`config.mk`:
```
export PLATFORM = sky130hd
export DESIGN_NAME = gnss_position_message_decoder_core
export DESIGN_NICKNAME = d
export VERILOG_FILES = /design/src/gpmd_pkg.sv /design/src/gnss_position_message_decoder_core.sv
export SDC_FILE = /design/constraint.sdc
export NUM_CORES = 1
export LEC_CHECK = 0
export BUFFER_PORTS_ARGS = -buffer_cell sky130_fd_sc_hd__buf_4
export CORE_ASPECT_RATIO = 2
export CORE_MARGIN = 8
export CORE_UTILIZATION = 30
export DETAILED_ROUTE_END_ITERATION = 8
export GPL_TIMING_DRIVEN = 0
export PLACE_DENSITY = 0.57
export RECOVER_POWER = 25
export SLEW_MARGIN = 20
export SYNTH_ARGS = -nofsm -noshare
export SYNTH_HDL_FRONTEND = slang
export SYNTH_SLANG_ARGS = --single-unit
```
`constraint.sdc`:
```
create_clock -name clk_i -period 8.6 [get_ports clk_i]
set_input_delay 1.29 -clock clk_i [delete_from_list [all_inputs] [get_ports clk_i]]
set_output_delay 1.29 -clock clk_i [all_outputs]
set_load 0.02 [all_outputs]
```
`src/gpmd_pkg.sv`:
```
// ----------------------------------------------------------------------------
// gpmd_pkg
// Types, message codes and helpers shared by the GNSS position decoder.
// ----------------------------------------------------------------------------
package gpmd_pkg;

  // Width of the internal position accumulators (legal range 32 to 64).
  localparam int unsigned AccumWidth = 40;
  // Width of the position fields on the result channel.
  localparam int unsigned PosWidth   = 40;

  localparam logic [17:0] PgnPosition        = 18'd65267;
  localparam logic [17:0] PgnDelta           = 18'd65268;
  localparam logic [17:0] PgnDeltaWide       = 18'd65269;
  localparam logic [17:0] PgnCovariance      = 18'd65270;
  localparam logic [17:0] PgnDeltaCovariance = 18'd65271;

  // Minimum payload lengths for the various message parts.
  localparam logic [6:0] LenPosition = 7'd8;
  localparam logic [6:0] LenAltitude = 7'd12;
  localparam logic [6:0] LenSats     = 7'd14;
  localparam logic [6:0] LenHdop     = 7'd15;
  localparam logic [6:0] LenStatus   = 7'd16;
  localparam logic [6:0] LenDelta    = 7'd8;
  localparam logic [6:0] LenWide     = 7'd12;

  // Scale factors for the short delta message.
  localparam logic signed [31:0] DegScale = 32'sd1000;
  localparam logic signed [31:0] AltScale = 32'sd10;

  typedef enum logic [2:0] {
    FixNone     = 3'd0,
    FixGps      = 3'd1,
    FixDgps     = 3'd2,
    FixRtkFloat = 3'd3,
    FixRtkFixed = 3'd4
  } fix_e;

  typedef logic signed [AccumWidth-1:0] acc_t;

  typedef struct packed {
    logic [17:0] pgn;
    logic [6:0]  length;
    logic [63:0] payload_low;
    logic [63:0] payload_high;
  } in_t;

  typedef struct packed {
    logic                       accepted;
    logic signed [PosWidth-1:0] latitude;
    logic signed [PosWidth-1:0] longitude;
    logic signed [PosWidth-1:0] altitude;
    logic                       position_present;
    logic                       altitude_present;
    logic [7:0]                 satellites;
    logic [7:0]                 hdop_hundredths;
    fix_e                       fix_quality;
    logic                       solution_valid;
  } out_t;

  // Saturating add of a 32-bit signed delta to an accumulator.
  function automatic acc_t sat_add(acc_t acc, logic signed [31:0] delta);
    logic signed [AccumWidth:0] sum;
    acc_t                       res;
    sum = $signed({acc[AccumWidth-1], acc}) +
          $signed({{(AccumWidth-31){delta[31]}}, delta});
    if (sum[AccumWidth] != sum[AccumWidth-1]) begin
      res = sum[AccumWidth] ? {1'b1, {(AccumWidth-1){1'b0}}}
                            : {1'b0, {(AccumWidth-1){1'b1}}};
    end else begin
      res = sum[AccumWidth-1:0];
    end
    return res;
  endfunction

endpackage

```
`src/gnss_position_message_decoder_core.sv`:
```
// ----------------------------------------------------------------------------
// gnss_position_message_decoder_core
// Decodes GNSS position, delta and covariance messages into a running,
// saturating position solution.
// ----------------------------------------------------------------------------
// Path: an input transfer reaches the earliest result transfer through the
// input register, then the state and result register.
// Throughput: one message per cycle while the result side is ready; the
// combinational accumulator update between the input register and the state registers sets this.
// Reset: asynchronous, active low; clears the solution and both valid flags.
module gnss_position_message_decoder_core (
  input  logic            clk_i,
  input  logic            rst_ni,
  input  logic            in_valid_i,
  output logic            in_ready_o,
  input  gpmd_pkg::in_t   in_i,
  output logic            out_valid_o,
  input  logic            out_ready_i,
  output gpmd_pkg::out_t  out_o
);

  // Input register.
  logic          in_valid_q;
  gpmd_pkg::in_t in_q;

  // Solution state; the result fields are read straight from it, since it
  // only changes when a new result is loaded.
  gpmd_pkg::acc_t lat_q, lat_d;
  gpmd_pkg::acc_t lon_q, lon_d;
  gpmd_pkg::acc_t alt_q, alt_d;
  logic           pos_set_q, pos_set_d;
  logic           alt_set_q, alt_set_d;
  logic [7:0]     sat_q, sat_d;
  logic [7:0]     hdop_q, hdop_d;
  gpmd_pkg::fix_e fix_q, fix_d;
  logic           sol_valid_q, sol_valid_d;

  logic out_valid_q;
  logic accepted_q, accepted_d;
  logic advance;

  logic [127:0]      pl;
  logic [7:0]        status;
  logic signed [31:0] lat_s16, lon_s16, alt_s16;

  assign advance    = in_valid_q && (!out_valid_q || out_ready_i);
  assign in_ready_o = !in_valid_q || advance;

  always_ff @(posedge clk_i or negedge rst_ni) begin
    if (!rst_ni) begin
      in_valid_q <= 1'b0;
    end else if (in_ready_o) begin
      in_valid_q <= in_valid_i;
    end
  end

  always_ff @(posedge clk_i) begin
    if (in_valid_i && in_ready_o) begin
      in_q <= in_i;
    end
  end

  assign pl      = {in_q.payload_high, in_q.payload_low};
  assign status  = pl[127:120];
  assign lat_s16 = 32'($signed(pl[15:0])) * gpmd_pkg::DegScale;
  assign lon_s16 = 32'($signed(pl[31:16])) * gpmd_pkg::DegScale;
  assign alt_s16 = 32'($signed(pl[47:32])) * gpmd_pkg::AltScale;

  always_comb begin
    lat_d       = lat_q;
    lon_d       = lon_q;
    alt_d       = alt_q;
    pos_set_d   = pos_set_q;
    alt_set_d   = alt_set_q;
    sat_d       = sat_q;
    hdop_d      = hdop_q;
    fix_d       = fix_q;
    sol_valid_d = sol_valid_q;
    accepted_d  = 1'b0;
    unique case (in_q.pgn) inside
      gpmd_pkg::PgnPosition: begin
        if (in_q.length >= gpmd_pkg::LenPosition) begin
          accepted_d  = 1'b1;
          lat_d       = gpmd_pkg::AccumWidth'($signed(pl[31:0]));
          lon_d       = gpmd_pkg::AccumWidth'($signed(pl[63:32]));
          pos_set_d   = 1'b1;
          sol_valid_d = 1'b1;
          if (in_q.length >= gpmd_pkg::LenAltitude) begin
            alt_d     = gpmd_pkg::AccumWidth'($signed(pl[95:64]));
            alt_set_d = 1'b1;
          end
          if (in_q.length >= gpmd_pkg::LenSats) begin
            sat_d = pl[111:104];
          end
          if (in_q.length >= gpmd_pkg::LenHdop) begin
            hdop_d = pl[119:112];
          end
          // Status byte: RTK fixed wins over float over DGPS; GPS alone
          // applies only when none of those bits is set.
          if (in_q.length >= gpmd_pkg::LenStatus) begin
            if (status[2]) begin
              fix_d = gpmd_pkg::FixRtkFixed;
            end else if (status[3]) begin
              fix_d = gpmd_pkg::FixRtkFloat;
            end else if (status[1]) begin
              fix_d = gpmd_pkg::FixDgps;
            end else if (status[0]) begin
              fix_d = gpmd_pkg::FixGps;
            end
          end
        end
      end
      gpmd_pkg::PgnDelta: begin
        if (in_q.length >= gpmd_pkg::LenDelta) begin
          accepted_d = 1'b1;
          if (pos_set_q) begin
            lat_d = gpmd_pkg::sat_add(lat_q, lat_s16);
            lon_d = gpmd_pkg::sat_add(lon_q, lon_s16);
          end
          if (alt_set_q) begin
            alt_d = gpmd_pkg::sat_add(alt_q, alt_s16);
          end
        end
      end
      gpmd_pkg::PgnDeltaWide: begin
        if (in_q.length >= gpmd_pkg::LenWide) begin
          accepted_d = 1'b1;
          if (pos_set_q) begin
            lat_d = gpmd_pkg::sat_add(lat_q, $signed(pl[31:0]));
            lon_d = gpmd_pkg::sat_add(lon_q, $signed(pl[63:32]));
          end
          if (alt_set_q) begin
            alt_d = gpmd_pkg::sat_add(alt_q, $signed(pl[95:64]));
          end
        end
      end
      gpmd_pkg::PgnCovariance, gpmd_pkg::PgnDeltaCovariance: begin
        accepted_d = 1'b1;
      end
      default: begin
        accepted_d = 1'b0;
      end
    endcase
  end

  always_ff @(posedge clk_i or negedge rst_ni) begin
    if (!rst_ni) begin
      out_valid_q <= 1'b0;
      accepted_q  <= 1'b0;
      lat_q       <= '0;
      lon_q       <= '0;
      alt_q       <= '0;
      pos_set_q   <= 1'b0;
      alt_set_q   <= 1'b0;
      sat_q       <= '0;
      hdop_q      <= '0;
      fix_q       <= gpmd_pkg::FixNone;
      sol_valid_q <= 1'b0;
    end else begin
      if (advance) begin
        out_valid_q <= 1'b1;
        accepted_q  <= accepted_d;
        lat_q       <= lat_d;
        lon_q       <= lon_d;
        alt_q       <= alt_d;
        pos_set_q   <= pos_set_d;
        alt_set_q   <= alt_set_d;
        sat_q       <= sat_d;
        hdop_q      <= hdop_d;
        fix_q       <= fix_d;
        sol_valid_q <= sol_valid_d;
      end else if (out_ready_i) begin
        out_valid_q <= 1'b0;
      end
    end
  end

  // Sign-extend or truncate the accumulators to the result field width.
  logic signed [63:0] lat_ext, lon_ext, alt_ext;
  assign lat_ext = 64'(lat_q);
  assign lon_ext = 64'(lon_q);
  assign alt_ext = 64'(alt_q);

  assign out_valid_o              = out_valid_q;
  assign out_o.accepted           = accepted_q;
  assign out_o.latitude           = lat_ext[gpmd_pkg::PosWidth-1:0];
  assign out_o.longitude          = lon_ext[gpmd_pkg::PosWidth-1:0];
  assign out_o.altitude           = alt_ext[gpmd_pkg::PosWidth-1:0];
  assign out_o.position_present   = pos_set_q;
  assign out_o.altitude_present   = alt_set_q;
  assign out_o.satellites         = sat_q;
  assign out_o.hdop_hundredths    = hdop_q;
  assign out_o.fix_quality        = fix_q;
  assign out_o.solution_valid     = sol_valid_q;

`ifndef SYNTHESIS
  // A held input item must not be overwritten before it is consumed.
  assert property (@(posedge clk_i) disable iff (!rst_ni)
    in_valid_q && !advance |=> in_valid_q && $stable(in_q))
    else $error("input register overwritten while stalled");

  // A full solution always carries a position.
  assert property (@(posedge clk_i) disable iff (!rst_ni)
    sol_valid_q |-> pos_set_q)
    else $error("solution valid without position");

  // A rejected message leaves the accumulators alone.
  assert property (@(posedge clk_i) disable iff (!rst_ni)
    advance && !accepted_d |=> $stable(lat_q) && $stable(lon_q) && $stable(alt_q))
    else $error("rejected message changed the solution");

  // State only moves when a new result is loaded.
  assert property (@(posedge clk_i) disable iff (!rst_ni)
    !advance |=> $stable(lat_q) && $stable(pos_set_q) && $stable(fix_q))
    else $error("solution changed without a result transfer");

  // A long enough position message always sets the position flags.
  assert property (@(posedge clk_i) disable iff (!rst_ni)
    advance && in_q.pgn == gpmd_pkg::PgnPosition &&
    in_q.length >= gpmd_pkg::LenPosition |=> pos_set_q && sol_valid_q && accepted_q)
    else $error("position message did not set the solution");
`endif

endmodule

```
==> impl_metrics.env <==
export IMPL_reg2reg_depth=40
export IMPL_timing_final_crit_period_ns=8.42
export IMPL_design_area_sq_mm=0.0391
export IMPL_cts_inserted_buffers=36
export IMPL_hold_path_class="flop to flop"
export IMPL_violated_checks="capacitance limit, slew limit"
export IMPL_io_pin_count=302
export IMPL_seq_area_sq_mm=0.00784
export IMPL_relative_slew_slack_pct=-185
export IMPL_synth_simple_gate_area_share_pct=12.9
export IMPL_syn_cell_area_sq_mm=0.0317
export IMPL_routedWlPerCell_um=23.4
export IMPL_synth_top_area_share_pct=15.6
export IMPL_synth_top_cell_by_area="sky130_fd_sc_hd__ha_1"
export IMPL_antenna_violating_nets_post_route=0
export IMPL_synth_net_count=4366
export IMPL_crit_path_max_incr_delay_ns=0.54
export IMPL_worst_slew_pin_slew_ns=4.28
export IMPL_die_w_um=246
export IMPL_yosysSeqAreaShare_pct=24.7
export IMPL_ys_top_cells_by_count="397 x sky130_fd_sc_hd__a21oi_1, 395 x sky130_fd_sc_hd__ha_1, 389 x sky130_fd_sc_hd__inv_1, 269 x sky130_fd_sc_hd__nor2_1, 260 x sky130_fd_sc_hd__nand2_1"
export IMPL_synth_area_top_cells="sky130_fd_sc_hd__ha_1 16%, sky130_fd_sc_hd__edfxtp_1 13%, sky130_fd_sc_hd__dfrtp_1 11%"
export IMPL_post_synth_xor_area_fraction_pct=7.05
export IMPL_grt_start_max_net_pins=78
export IMPL_placement_rows=168
export IMPL_endpoint_kind="flop"
export IMPL_cts_buffer_depth=3
export IMPL_overall_die_area_sq_mm=0.117
export IMPL_maxSlewViolCount=68
export IMPL_detailedRoute_firstIterationViolations=1322
export IMPL_dp_hpwl_um=103000
export IMPL_period_share_pct=97.9
export IMPL_number_of_hold_violations_in_the_final_report=0
export IMPL_synthMuxAreaShare_pct=1.06
export IMPL_number_of_global_route_vias_before_repair=31800
export IMPL_timing_critical_path_mode_cell="sky130_fd_sc_hd__fa_1"
export IMPL_grt_total_usage_pct=21.6
export IMPL_place_port_buffers=289
export IMPL_post_route_cells_drive_above_1_share_pct=18.0
export IMPL_placeable_core_region_sq_mm=0.105
export IMPL_synth_lib_cells_used_distinct=85
export IMPL_yosysWarningCount=0
export IMPL_power_per_cell_area_mw_per_mm2=252
export IMPL_worst_setup_path_start_kind="flop"
export IMPL_timing_critical_path_required_ns=9.09
export IMPL_drt_total_wl_um=130000
export IMPL_slowest_stage_cell_crit_path="sky130_fd_sc_hd__fa_1"
export IMPL_synth_area_per_cell_sq_um=8.58
export IMPL_worstSkewPairLatency_ns=0.61
export IMPL_cts_htree_levels=2
export IMPL_grt_antenna_before_repair=8
export IMPL_grt_first_pass_wirelength_um=191000
export IMPL_cts_num_sinks=285
export IMPL_clk_transition_reported_paths_ns=0.07
export IMPL_synthArstFlopShare_pct=50.5
export IMPL_largest_family_of_logic_cells_by_synthesized_area="compound AO/OA/AOI/OAI gates"
export IMPL_avgViaCountPerCell=5.40
export IMPL_routabilityCongestion=0.945
export IMPL_most_frequently_used_cell_type_in_the_post_synthesis_netlist="sky130_fd_sc_hd__a21oi_1"
export IMPL_area_growth_syn_to_layout_pct=23.5
export IMPL_worstPathMaxFanout=7
export IMPL_multi_input_comb_area_sq_mm=0.0229
export IMPL_timing_worst_setup_path_type="flop to flop"
export IMPL_fin_skew_ns=0.0593
export IMPL_synth_edff_count=141
export IMPL_drt_pre_antenna_iters=5
export IMPL_synth_compound_area_share_pct=24.5
export IMPL_data_arrival_time_at_the_worst_slack_endpoint_ns=8.91
export IMPL_cts_tree="done"
export IMPL_max_cap_violations=1
export IMPL_p_leak_nw=19.0
export IMPL_totalNegativeSetupSlack_ns=0
export IMPL_synth_adder_area_share_pct=23.5
export IMPL_total_placed_instance_area_sq_mm=0.0357
export IMPL_postSynthRegisterBits=285
export IMPL_timing_fmax_mhz=119
export IMPL_drt_drc_violations_left=0
export IMPL_rsz0062_at_grt="yes"
export IMPL_total_number_of_nets_in_the_final_design=4830
export IMPL_grt_overflow=0
export IMPL_die_height_um=475
export IMPL_postSynth_topFlopCell="sky130_fd_sc_hd__dfrtp_1"
export IMPL_clock_root_buffer="sky130_fd_sc_hd__clkbuf_16"
export IMPL_initial_utilization_pct=30.3
export IMPL_outcome="finished with violations"
export IMPL_worstHoldPathCells=1
export IMPL_worst_ir_drop_vdd_mv=0.191
export IMPL_routed_via_count=29900
export IMPL_fillerInstances=10800
export IMPL_netlist_instances=3689
export IMPL_setup_viol=0
==> state kept, by name (all words and copies together) (netlist names) <==
name and flops:
lon_q 40, in_valid_q 1, sat_q 8, sol_valid_q 1, fix_q 3, out_valid_o 1, in_q 141, lat_q 40
alt_set_q 1, alt_q 40, accepted_q 1, hdop_q 8
==> layer usage <==
layer	GRT usage [%]	up-vias	wire (um)
li1	-	14100	-
met1	19.4	14400	41100
met2	41.7	986	68800
met3	4.34	453	7470
met4	16.4	2	12600
met5	0	-	13
==> cells by family after synthesis <==
| group | Yosys count |
|---|---|
| adders and majority gates | 520 |
| and+or+nand+nor | 871 |
| xor gates and xnor gates | 254 |
| AOI/OAI and AO/OA | 1214 |
| DFF | 285 |
| muxes | 31 |
| buffers and inverters | 514 |
==> power by group <==
| group | switching, mW | leakage, nW | internal [mW] |
|---|---|---|---|
| logic | 3.93 | 15.0 | 2.77 |
| registers | 0.0470 | 3.36 | 1.49 |
| clock network | 0.726 | 0.592 | 0.891 |
==> repair_timing <==
action                     4_1_cts  5_1_grt
hold buffers                     0        0
setup endpoints to repair      112      117
cloned                           0        2
setup buffers                   80       58
pin swaps                       41      122
resized for setup              141      162
==> critical path: cells and delay by family, from the launching register on <==
family                   cells  cell delay (ns)
AO/OA/AOI/OAI               15             2.84
XOR/XNOR                     2             0.41
adder cells (fa/ha/maj)      7             2.75
buffers and inverters       10             1.10
flip-flops                   1             0.52
AND/OR/NAND/NOR              6             0.70
==> per-stage QoR <==
| stage | setup WS, ns | hold slack (ns) | instances | total power [mW] | util (%) |
|---|---|---|---|---|---|
| 3_5_place_dp | -3.01 | 0.465 | 5345 | 7.00 | 34.1 |
| 2_1_floorplan | 0.0579 | 0.451 | 3689 | 5.63 | - |
| 6_report | 0.183 | 0.475 | 5547 | 9.86 | 37.4 |
| 3_3_place_gp | -3.06 | 0.456 | 5338 | 6.95 | 34.0 |
| 4_1_cts | 0.000939 | 0.478 | 5484 | 9.26 | 36.4 |
| 5_1_grt | -0.0799 | 0.484 | 5542 | 10.6 | 37.4 |
==> area by class of cell <==
class                      instances  area share (%)
clock buffer                      46            2.53
timing repair buffer             434            8.71
tap                             1360            4.35
clock inverter                    20           0.540
buffer                           117            1.51
sequential                       285            20.0
antenna                            6          0.0384
multi-input combinational       2890            58.5
inverter                         389            3.75
==> final timing paths <==
| kind | from | end | slack (ns) |
|---|---|---|---|
| worst max register to register | in_q[72]$_DFFE_PP_ | lat_q[34]$_DFFE_PN0P_ | 0.18 |
| worst min register to register | in_q[55]$_DFFE_PP_ | hdop_q[7]$_DFFE_PN0P_ | 0.47 |
| worst max-delay path | in_q[72]$_DFFE_PP_ | lat_q[34]$_DFFE_PN0P_ | 0.18 |
| worst min-delay path | in_q[55]$_DFFE_PP_ | hdop_q[7]$_DFFE_PN0P_ | 0.47 |
| min in group asynchronous | rst_ni | alt_q[13]$_DFFE_PN0P_ | 2.13 |
| max in group asynchronous | rst_ni | hdop_q[5]$_DFFE_PN0P_ | 3.94 |
==> layout by cell type, fill, tap and decap left out, types with 16 or more instances in the layout <==
cell type	n
sky130_fd_sc_hd__inv_1	358
sky130_fd_sc_hd__nand2b_1	48
sky130_fd_sc_hd__buf_6	20
sky130_fd_sc_hd__clkbuf_16	39
sky130_fd_sc_hd__a211oi_1	33
sky130_fd_sc_hd__or3_1	16
sky130_fd_sc_hd__xor2_1	90
sky130_fd_sc_hd__a31oi_1	54
sky130_fd_sc_hd__nand4_1	33
sky130_fd_sc_hd__o21ai_0	213
sky130_fd_sc_hd__nor3_1	37
sky130_fd_sc_hd__o21bai_1	37
sky130_fd_sc_hd__o21ai_1	20
sky130_fd_sc_hd__nor2b_1	33
sky130_fd_sc_hd__nand3_1	54
sky130_fd_sc_hd__mux2_2	21
sky130_fd_sc_hd__clkbuf_1	105
sky130_fd_sc_hd__fa_1	125
sky130_fd_sc_hd__nand2_1	258
sky130_fd_sc_hd__xnor2_1	159
sky130_fd_sc_hd__dfrtp_1	144
sky130_fd_sc_hd__and3_1	31
sky130_fd_sc_hd__a22oi_1	22
sky130_fd_sc_hd__clkbuf_4	126
sky130_fd_sc_hd__o21a_1	44
sky130_fd_sc_hd__a21o_1	173
sky130_fd_sc_hd__buf_4	270
sky130_fd_sc_hd__o211ai_1	24
sky130_fd_sc_hd__edfxtp_1	141
sky130_fd_sc_hd__a21oi_1	344
sky130_fd_sc_hd__inv_2	29
sky130_fd_sc_hd__nor2_1	264
sky130_fd_sc_hd__ha_1	367
sky130_fd_sc_hd__a21oi_2	54
sky130_fd_sc_hd__ha_4	20
(Power assumes the default switching activity.)
